$ cat config.mk
export PLATFORM = sky130hd
export DESIGN_NAME = multi_channel_soft_watchdog
export DESIGN_NICKNAME = d
export VERILOG_FILES = /design/src/hdl/mcsw_pkg.sv /design/src/hdl/multi_channel_soft_watchdog.sv /design/src/hdl/mcsw_cfg.sv /design/src/hdl/mcsw_bank.sv /design/src/hdl/mcsw_out_buf.sv
export SDC_FILE = /design/constraint.sdc
export NUM_CORES = 1
export LEC_CHECK = 0
export BUFFER_PORTS_ARGS = -buffer_cell sky130_fd_sc_hd__buf_2
export CAP_MARGIN = 20
export CORE_ASPECT_RATIO = 0.5
export CORE_MARGIN = 2
export CORE_UTILIZATION = 55
export DETAILED_ROUTE_END_ITERATION = 10
export PLACE_DENSITY = 0.7
export SLEW_MARGIN = 0
export SYNTH_ARGS = -nofsm -noshare
export SYNTH_HDL_FRONTEND = slang
export SYNTH_HIERARCHICAL = 1
export SYNTH_SLANG_ARGS = --single-unit
$ cat constraint.sdc
create_clock -name clk -period 4.2 [get_ports clk]
set_input_delay 0.84 -clock clk [delete_from_list [all_inputs] [get_ports clk]]
set_output_delay 0.84 -clock clk [all_outputs]
set_load 0.03 [all_outputs]
$ cat src/hdl/mcsw_pkg.sv
// ----------------------------------------------------------------------------
// mcsw_pkg - watchdog bank shared definitions
// Widths, command codes, register indexes and the result record.
// ----------------------------------------------------------------------------
`timescale 1ns / 1ps
`default_nettype none

package mcsw_pkg;

	localparam int CHANNELS    = 4;
	localparam int COUNT_BITS  = 16;
	localparam int NUM_RELOAD  = 4;
	localparam int RELOAD_BITS = 16;
	localparam int MASK_BITS   = 4;
	localparam int MODE_BITS   = 3;
	localparam int CH_BITS     = 2;
	localparam int CFG_IDX_BITS  = 3;
	localparam int CFG_DATA_BITS = 16;

	typedef enum logic [MODE_BITS-1:0] {
		MODE_TICK    = 3'd0,
		MODE_FEED    = 3'd1,
		MODE_ARM     = 3'd2,
		MODE_DISARM  = 3'd3,
		MODE_ENABLE  = 3'd4,
		MODE_DISABLE = 3'd5
	} mode_t;

	typedef enum logic [CFG_IDX_BITS-1:0] {
		CFG_RELOAD0 = 3'd0,
		CFG_RELOAD1 = 3'd1,
		CFG_RELOAD2 = 3'd2,
		CFG_RELOAD3 = 3'd3,
		CFG_ALARM   = 3'd4
	} cfg_idx_t;

	typedef logic [NUM_RELOAD-1:0][RELOAD_BITS-1:0] reload_arr_t;

	typedef struct packed {
		logic [MASK_BITS-1:0] expired;
		logic [MASK_BITS-1:0] online;
		logic                 rejected;
	} res_t;

endpackage

`default_nettype wire

$ cat src/hdl/multi_channel_soft_watchdog.sv
// Latency: a result is shown in the cycle after its transfer is accepted, unless an earlier result is stalled.
// Throughput: one item per cycle while in_stall is low; the channel bank registers update on each accepted item.
// A skid stage behind the result register lets one more item be accepted while the output is stalled.
// Reset (arst_n low) clears counts, armed and enabled flags, configuration and buffers.
// ----------------------------------------------------------------------------
// multi_channel_soft_watchdog - four-channel watchdog bank
// Tick, feed, arm, disarm, enable and disable commands with expiry reporting.
// ----------------------------------------------------------------------------
`timescale 1ns / 1ps
`default_nettype none

module multi_channel_soft_watchdog (
	input  wire logic                              clk,
	input  wire logic                              arst_n,
	input  wire logic                              in_valid,
	output logic                                   in_stall,
	input  wire logic [mcsw_pkg::MODE_BITS-1:0]     mode,
	input  wire logic [mcsw_pkg::CH_BITS-1:0]       channel,
	output logic                                   out_valid,
	input  wire logic                              out_stall,
	output logic [mcsw_pkg::MASK_BITS-1:0]          expired_mask,
	output logic [mcsw_pkg::MASK_BITS-1:0]          online_mask,
	output logic                                   rejected,
	input  wire logic                              cfg_valid,
	output logic                                   cfg_ready,
	input  wire logic [mcsw_pkg::CFG_IDX_BITS-1:0]  cfg_index,
	input  wire logic [mcsw_pkg::CFG_DATA_BITS-1:0] cfg_data
);

	mcsw_pkg::reload_arr_t          reload;
	logic [mcsw_pkg::MASK_BITS-1:0] alarm_mask;
	mcsw_pkg::res_t                 step_res;
	mcsw_pkg::res_t                 out_res;
	logic                           buf_full;
	logic                           accept;

	assign cfg_ready = 1'b1;
	assign in_stall  = buf_full;
	assign accept    = in_valid && !buf_full;

	mcsw_cfg u_cfg (
		.clk        (clk),
		.arst_n     (arst_n),
		.wr_en      (cfg_valid && cfg_ready),
		.wr_index   (cfg_index),
		.wr_data    (cfg_data),
		.reload     (reload),
		.alarm_mask (alarm_mask)
	);

	mcsw_bank u_bank (
		.clk        (clk),
		.arst_n     (arst_n),
		.accept     (accept),
		.mode       (mode),
		.channel    (channel),
		.reload     (reload),
		.alarm_mask (alarm_mask),
		.res        (step_res)
	);

	mcsw_out_buf u_out_buf (
		.clk       (clk),
		.arst_n    (arst_n),
		.push      (accept),
		.push_data (step_res),
		.full      (buf_full),
		.out_valid (out_valid),
		.out_stall (out_stall),
		.out_data  (out_res)
	);

	assign expired_mask = out_res.expired;
	assign online_mask  = out_res.online;
	assign rejected     = out_res.rejected;

endmodule

`default_nettype wire

$ cat src/hdl/mcsw_cfg.sv
// ----------------------------------------------------------------------------
// mcsw_cfg - configuration registers
// Reload values for each channel and the alarm enable mask.
// ----------------------------------------------------------------------------
`timescale 1ns / 1ps
`default_nettype none

module mcsw_cfg (
	input  wire logic                              clk,
	input  wire logic                              arst_n,
	input  wire logic                              wr_en,
	input  wire logic [mcsw_pkg::CFG_IDX_BITS-1:0]  wr_index,
	input  wire logic [mcsw_pkg::CFG_DATA_BITS-1:0] wr_data,
	output mcsw_pkg::reload_arr_t                  reload,
	output logic [mcsw_pkg::MASK_BITS-1:0]          alarm_mask
);

	mcsw_pkg::reload_arr_t             reload_q;
	logic [mcsw_pkg::MASK_BITS-1:0]    alarm_q;

	always_ff @(posedge clk or negedge arst_n) begin
		if (!arst_n) begin
			reload_q <= '0;
			alarm_q  <= '0;
		end else if (wr_en) begin
			case (wr_index)
				mcsw_pkg::CFG_RELOAD0: reload_q[0] <= wr_data[mcsw_pkg::RELOAD_BITS-1:0];
				mcsw_pkg::CFG_RELOAD1: reload_q[1] <= wr_data[mcsw_pkg::RELOAD_BITS-1:0];
				mcsw_pkg::CFG_RELOAD2: reload_q[2] <= wr_data[mcsw_pkg::RELOAD_BITS-1:0];
				mcsw_pkg::CFG_RELOAD3: reload_q[3] <= wr_data[mcsw_pkg::RELOAD_BITS-1:0];
				mcsw_pkg::CFG_ALARM:   alarm_q     <= wr_data[mcsw_pkg::MASK_BITS-1:0];
				default: ;
			endcase
		end
	end

	assign reload     = reload_q;
	assign alarm_mask = alarm_q;

endmodule

`default_nettype wire

$ cat src/hdl/mcsw_bank.sv
// ----------------------------------------------------------------------------
// mcsw_bank - watchdog channel bank
// Holds count, armed and enabled per channel; applies one accepted command per cycle.
// ----------------------------------------------------------------------------
`timescale 1ns / 1ps
`default_nettype none

module mcsw_bank (
	input  wire logic                            clk,
	input  wire logic                            arst_n,
	input  wire logic                            accept,
	input  wire logic [mcsw_pkg::MODE_BITS-1:0]   mode,
	input  wire logic [mcsw_pkg::CH_BITS-1:0]     channel,
	input  wire mcsw_pkg::reload_arr_t           reload,
	input  wire logic [mcsw_pkg::MASK_BITS-1:0]   alarm_mask,
	output mcsw_pkg::res_t                       res
);

	logic [mcsw_pkg::COUNT_BITS-1:0] count_q [mcsw_pkg::CHANNELS];
	logic [mcsw_pkg::CHANNELS-1:0]   armed_q;
	logic [mcsw_pkg::CHANNELS-1:0]   enabled_q;

	logic [mcsw_pkg::COUNT_BITS-1:0] count_d [mcsw_pkg::CHANNELS];
	logic [mcsw_pkg::CHANNELS-1:0]   armed_d;
	logic [mcsw_pkg::CHANNELS-1:0]   enabled_d;
	logic [mcsw_pkg::CHANNELS-1:0]   sel;
	logic                            live;

	always_comb begin
		for (int i = 0; i < mcsw_pkg::CHANNELS; i++) begin
			sel[i] = (channel == mcsw_pkg::CH_BITS'(i));
		end
		live = |(sel & enabled_q);
	end

	always_comb begin
		count_d   = count_q;
		armed_d   = armed_q;
		enabled_d = enabled_q;
		res       = '0;
		case (mode)
			mcsw_pkg::MODE_TICK: begin
				for (int i = 0; i < mcsw_pkg::CHANNELS; i++) begin
					if (enabled_q[i]) begin
						if (count_q[i] != '0)
							count_d[i] = count_q[i] - mcsw_pkg::COUNT_BITS'(1);
						else if (armed_q[i] && alarm_mask[i])
							res.expired[i] = 1'b1;
					end
				end
			end
			mcsw_pkg::MODE_FEED: begin
				res.rejected = !live;
				for (int i = 0; i < mcsw_pkg::CHANNELS; i++) begin
					if (sel[i] && enabled_q[i])
						count_d[i] = mcsw_pkg::COUNT_BITS'(reload[i]);
				end
			end
			mcsw_pkg::MODE_ARM: begin
				res.rejected = !live;
				armed_d      = armed_q | (sel & enabled_q);
			end
			mcsw_pkg::MODE_DISARM: begin
				res.rejected = !live;
				armed_d      = armed_q & ~(sel & enabled_q);
			end
			mcsw_pkg::MODE_ENABLE: begin
				for (int i = 0; i < mcsw_pkg::CHANNELS; i++) begin
					if (sel[i] && !enabled_q[i]) begin
						enabled_d[i] = 1'b1;
						armed_d[i]   = 1'b0;
						count_d[i]   = '0;
					end
				end
			end
			mcsw_pkg::MODE_DISABLE: begin
				for (int i = 0; i < mcsw_pkg::CHANNELS; i++) begin
					if (sel[i]) begin
						enabled_d[i] = 1'b0;
						armed_d[i]   = 1'b0;
						count_d[i]   = '0;
					end
				end
			end
			default: ;
		endcase
		for (int i = 0; i < mcsw_pkg::CHANNELS; i++) begin
			res.online[i] = (count_d[i] != '0);
		end
	end

	always_ff @(posedge clk or negedge arst_n) begin
		if (!arst_n) begin
			for (int i = 0; i < mcsw_pkg::CHANNELS; i++) begin
				count_q[i] <= '0;
			end
			armed_q   <= '0;
			enabled_q <= '0;
		end else if (accept) begin
			count_q   <= count_d;
			armed_q   <= armed_d;
			enabled_q <= enabled_d;
		end
	end

endmodule

`default_nettype wire

$ cat src/hdl/mcsw_out_buf.sv
// ----------------------------------------------------------------------------
// mcsw_out_buf - result register with skid stage
// Two-entry output buffer; upstream stall is taken from the skid flag only.
// ----------------------------------------------------------------------------
`timescale 1ns / 1ps
`default_nettype none

module mcsw_out_buf (
	input  wire logic           clk,
	input  wire logic           arst_n,
	input  wire logic           push,
	input  wire mcsw_pkg::res_t push_data,
	output logic                full,
	output logic                out_valid,
	input  wire logic           out_stall,
	output mcsw_pkg::res_t      out_data
);

	logic           main_valid_q;
	logic           skid_valid_q;
	mcsw_pkg::res_t main_q;
	mcsw_pkg::res_t skid_q;
	logic           pop;

	assign pop = main_valid_q && !out_stall;

	always_ff @(posedge clk or negedge arst_n) begin
		if (!arst_n) begin
			main_valid_q <= 1'b0;
			skid_valid_q <= 1'b0;
		end else if (pop) begin
			if (skid_valid_q)
				skid_valid_q <= 1'b0;
			else if (!push)
				main_valid_q <= 1'b0;
		end else if (push) begin
			if (main_valid_q)
				skid_valid_q <= 1'b1;
			else
				main_valid_q <= 1'b1;
		end
	end

	always_ff @(posedge clk) begin
		if (pop) begin
			if (skid_valid_q)
				main_q <= skid_q;
			else if (push)
				main_q <= push_data;
		end else if (push) begin
			if (main_valid_q)
				skid_q <= push_data;
			else
				main_q <= push_data;
		end
	end

	assign full      = skid_valid_q;
	assign out_valid = main_valid_q;
	assign out_data  = main_q;

endmodule

`default_nettype wire

==> results by group <==
Global routing
  – Largest net degree at the start of global routing: 106
  – Number of global-route vias before repair: 8,674
  – Initial antenna violation count: 2
  – GR Overflow Total: 0
  – First-pass GRT wire length: 50.6 mm
  – Global Route Usage Sum: 35.8%

Routing
  – Detailed Route Iter0 Violations: 971
  – First-pass DRT Iterations: 5
  – ANT nets after route: 0
  – Vias per cell: 6.82
  – Via Count: 8,935
  – DRT Wirelength: 32.5 mm
  – Residual DRC: 0
  – Wire per inst: 24.8 µm

Clocking
  – CTS Buffer Depth: 2
  – Skew-Pair Late Insertion Delay: 0.43 ns
  – Root buf cell: clkbuf_16
  – Clock-pin slew on the worst setup and hold paths: 0.06 ns
  – CTS resizes: 0
  – CTS Hold Buffers Added: 0
  – CTS buffer count: 17
  – Post-CTS setup buffers: 0
  – Htree depth: 4
  – CTS tree: built
  – Sinks on Clock Net: 160

Synthesis
  – Top-count cell post-synth: dfrtp_1
  – Asr flop ratio synth: 88.8%
  – Dominant cells by area after synthesis: dfrtp_1 36%, mux2_2 12%, edfxtp_1 5.5%
  – Synth Instances: 1,024
  – Syn Area/Cell: 9.56 µm²
  – Netlist cell types: 91
  – Ys flop type: dfrtp_1
  – Synthesized net count: 1,062
  – Yosys top cell by area: dfrtp_1
  – Post-synth EDFFs: 18
  – FF+latch count, synth: 160
  – Cell Area, Synth: 0.00979 mm²
  – Sequential cell area fraction in the yosys report: 41.8%
  – Share of the synthesized area in the top cell type: 36.3%
  – Synth top cells by count: 142 x dfrtp_1, 101 x mux2_2, 83 x nor2_1
  – Synth warn: 6

Setup path
  – Critical Path Max Stage Delay: 0.57 ns
  – Worst Path Max Fanout: 8
  – Internal reg-to-reg setup slack: 0.42 ns
  – CP most frequent cell: or4_1
  – Top delay family on crit path: simple AND/OR/NAND/NOR gates
  – Arr. time, crit path: 3.96 ns
  – Crit Path Class: flip-flop to flip-flop
  – Crit end category: flip-flop
  – Req. time, crit path: 4.37 ns
  – CP max stage cell: or4_4
  – Startpoint types: flip-flop
  – Critical-path cell list: or4_4 -> nor3b_4 -> a21oi_2 -> a222oi_1 -> nand4_1 -> or4_1 -> or4_1 -> mux2_2
  – Buffer and inverter count on the worst path: 0

Place
  – Cells after DPL: 1,276
  – Port buffer count: 39
  – RePlAce Congestion: 0.936
  – Pre-CTS setup slack: 0.105 ns
  – DP Area: 0.0104 mm²
  – Post-DP HPWL: 23.5 mm

Floorplanning
  – Io pins: 41
  – Die height: 98.4 µm
  – Row count: 34
  – CORE AREA: 0.0174 mm²
  – Die ar.: 0.0190 mm²
  – Initial Utilization: 56.3%
  – Die width: 193 µm

Layout
  – Area of the multi-input gates: 0.00532 mm²
  – Area Growth Syn to Fin: 12.2%
  – Filler Cell Count: 1,477
  – Fin cells: 1,311
  – Sequential cell area: 0.00409 mm²
  – Final core occ: 63.1%
  – Final net count: 1,100
  – Final Cell Area: 0.0110 mm²
  – Layout cells sized above 1: 23.5%

Timing
  – Fin crit period: 3.78 ns
  – Fin. Hold Viols: 0
  – Maximum clock frequency: 264 MHz
  – Final setup violation count: 0
  – Worst clock skew: 0.0122 ns
  – Max-slew violations: 0
  – Fin Setup TNS: 0 ns
  – Tightest Pin Transition: 0.897 ns
  – Hold_ws: 0.447 ns
  – RSZ-0062 raised after global routing: false
  – Final worst slack: 0.418 ns
  – Crit share post-route: 90.0%
  – Worst rel slew slack: 39.7%

Power
  – Total power draw: 6.11 mW
  – Peak VDD IR: 614 µV
  – LEAKAGE: 4.41 nW
  – Power per cell area: 557 mW/mm²

Job
  – Max-cap violations: 0

Worst hold path
  – Hold WC Path Type: input port to async pin

Status
  – Status: complete, no violations
## state kept, by name (all words and copies together), names as in the netlist
signal / count
u_out_buf/out_data: 9
u_out_buf/out_valid: 1
u_bank/armed_q: 4
u_out_buf/full: 1
u_cfg/alarm_mask: 4
u_cfg/reload: 64
u_bank/count_q: 64
u_bank/enabled_q: 4
u_out_buf/skid_q: 9
## cell type report
cell class | instances | area share, %
diodes | 2 | 0.0456
clock buffers | 21 | 4.29
clock inverters | 11 | 1.15
inverters | 21 | 0.718
multi-input cells | 775 | 48.4
flip-flops and latches | 160 | 37.3
well taps | 234 | 2.67
repair buffers | 87 | 5.41
## logic make-up (layout without fill, tap and decap cells)
group / count (synthesis) / after routing / synth area share, %
AND/OR/NAND/NOR: 389 / 389 / 22.2
AO/OA/AOI/OAI: 263 / 263 / 18.1
flip-flops: 160 / 160 / 41.8
multiplexers: 108 / 108 / 12.3
buffers and inverters: 89 / 140 / 4.01
adder cells (fa/ha/maj): 9 / 9 / 1.15
XOR/XNOR: 5 / 5 / 0.447
other: 1 / 3 / 0.0383
## final timing paths
check,startpoint,end,cells past startpoint
setup / recovery,u_bank/count_q[44]$_DFFE_PN0P_,u_out_buf/out_data[2]$_DFFE_PP_,8
hold / removal,arst_n,u_cfg/reload[15]$_DFFE_PN0P_,1
setup reg to reg,u_bank/count_q[44]$_DFFE_PN0P_,u_out_buf/out_data[2]$_DFFE_PP_,8
hold reg to reg,u_bank/armed_q[0]$_DFFE_PN0P_,u_bank/armed_q[0]$_DFFE_PN0P_,1
max in group asynchronous,arst_n,u_cfg/alarm_mask[2]$_DFFE_PN0P_,2
min in group clk,u_bank/armed_q[0]$_DFFE_PN0P_,u_bank/armed_q[0]$_DFFE_PN0P_,1
## where the power goes
| part | leakage (nW) | switching (mW) | total (mW) | internal (mW) |
|---|---|---|---|---|
| Sequential | 1.90 | 0.538 | 2.52 | 1.98 |
| Clock | 0.281 | 0.675 | 1.61 | 0.930 |
| Combinational | 2.23 | 1.17 | 1.99 | 0.819 |
| Total | 4.41 | 2.38 | 6.11 | 3.73 |
## cells in the final DEF, fill, tap and decap left out, drive strengths merged, types with 5 or more instances in the layout
cell type  instances
o21ai             51
a211oi            11
o311ai             7
mux2             101
o41ai              6
o31ai              6
a21oi             68
a21o               8
mux2i              7
nor2              83
or4b               7
nand3             37
or4               17
nand4             19
ha                 9
o211ai            18
or3               15
a221oi             5
a22oi             13
nand2b             6
nand3b             7
inv               22
a221o              5
nand2             75
dfrtp            142
nor3              35
nor3b              5
buf               87
a31oi             18
nor2b              9
nor4              29
a22o               8
clkbuf            21
edfxtp            18
and3               9
or2                8
## per-layer routing
| layer | share of wire (%) | vias up | GRT usage, % | wire length, µm |
|---|---|---|---|---|
| met5 | 0 | - | 0 | 0 |
| met2 | 44 | 501 | 53.7 | 14200 |
| met4 | 2.6 | 0 | 12.1 | 852 |
| met1 | 44 | 4376 | 50.0 | 14200 |
| li1 | - | 3994 | - | - |
| met3 | 10 | 64 | 9.71 | 3310 |
(Power assumes the default switching activity.)
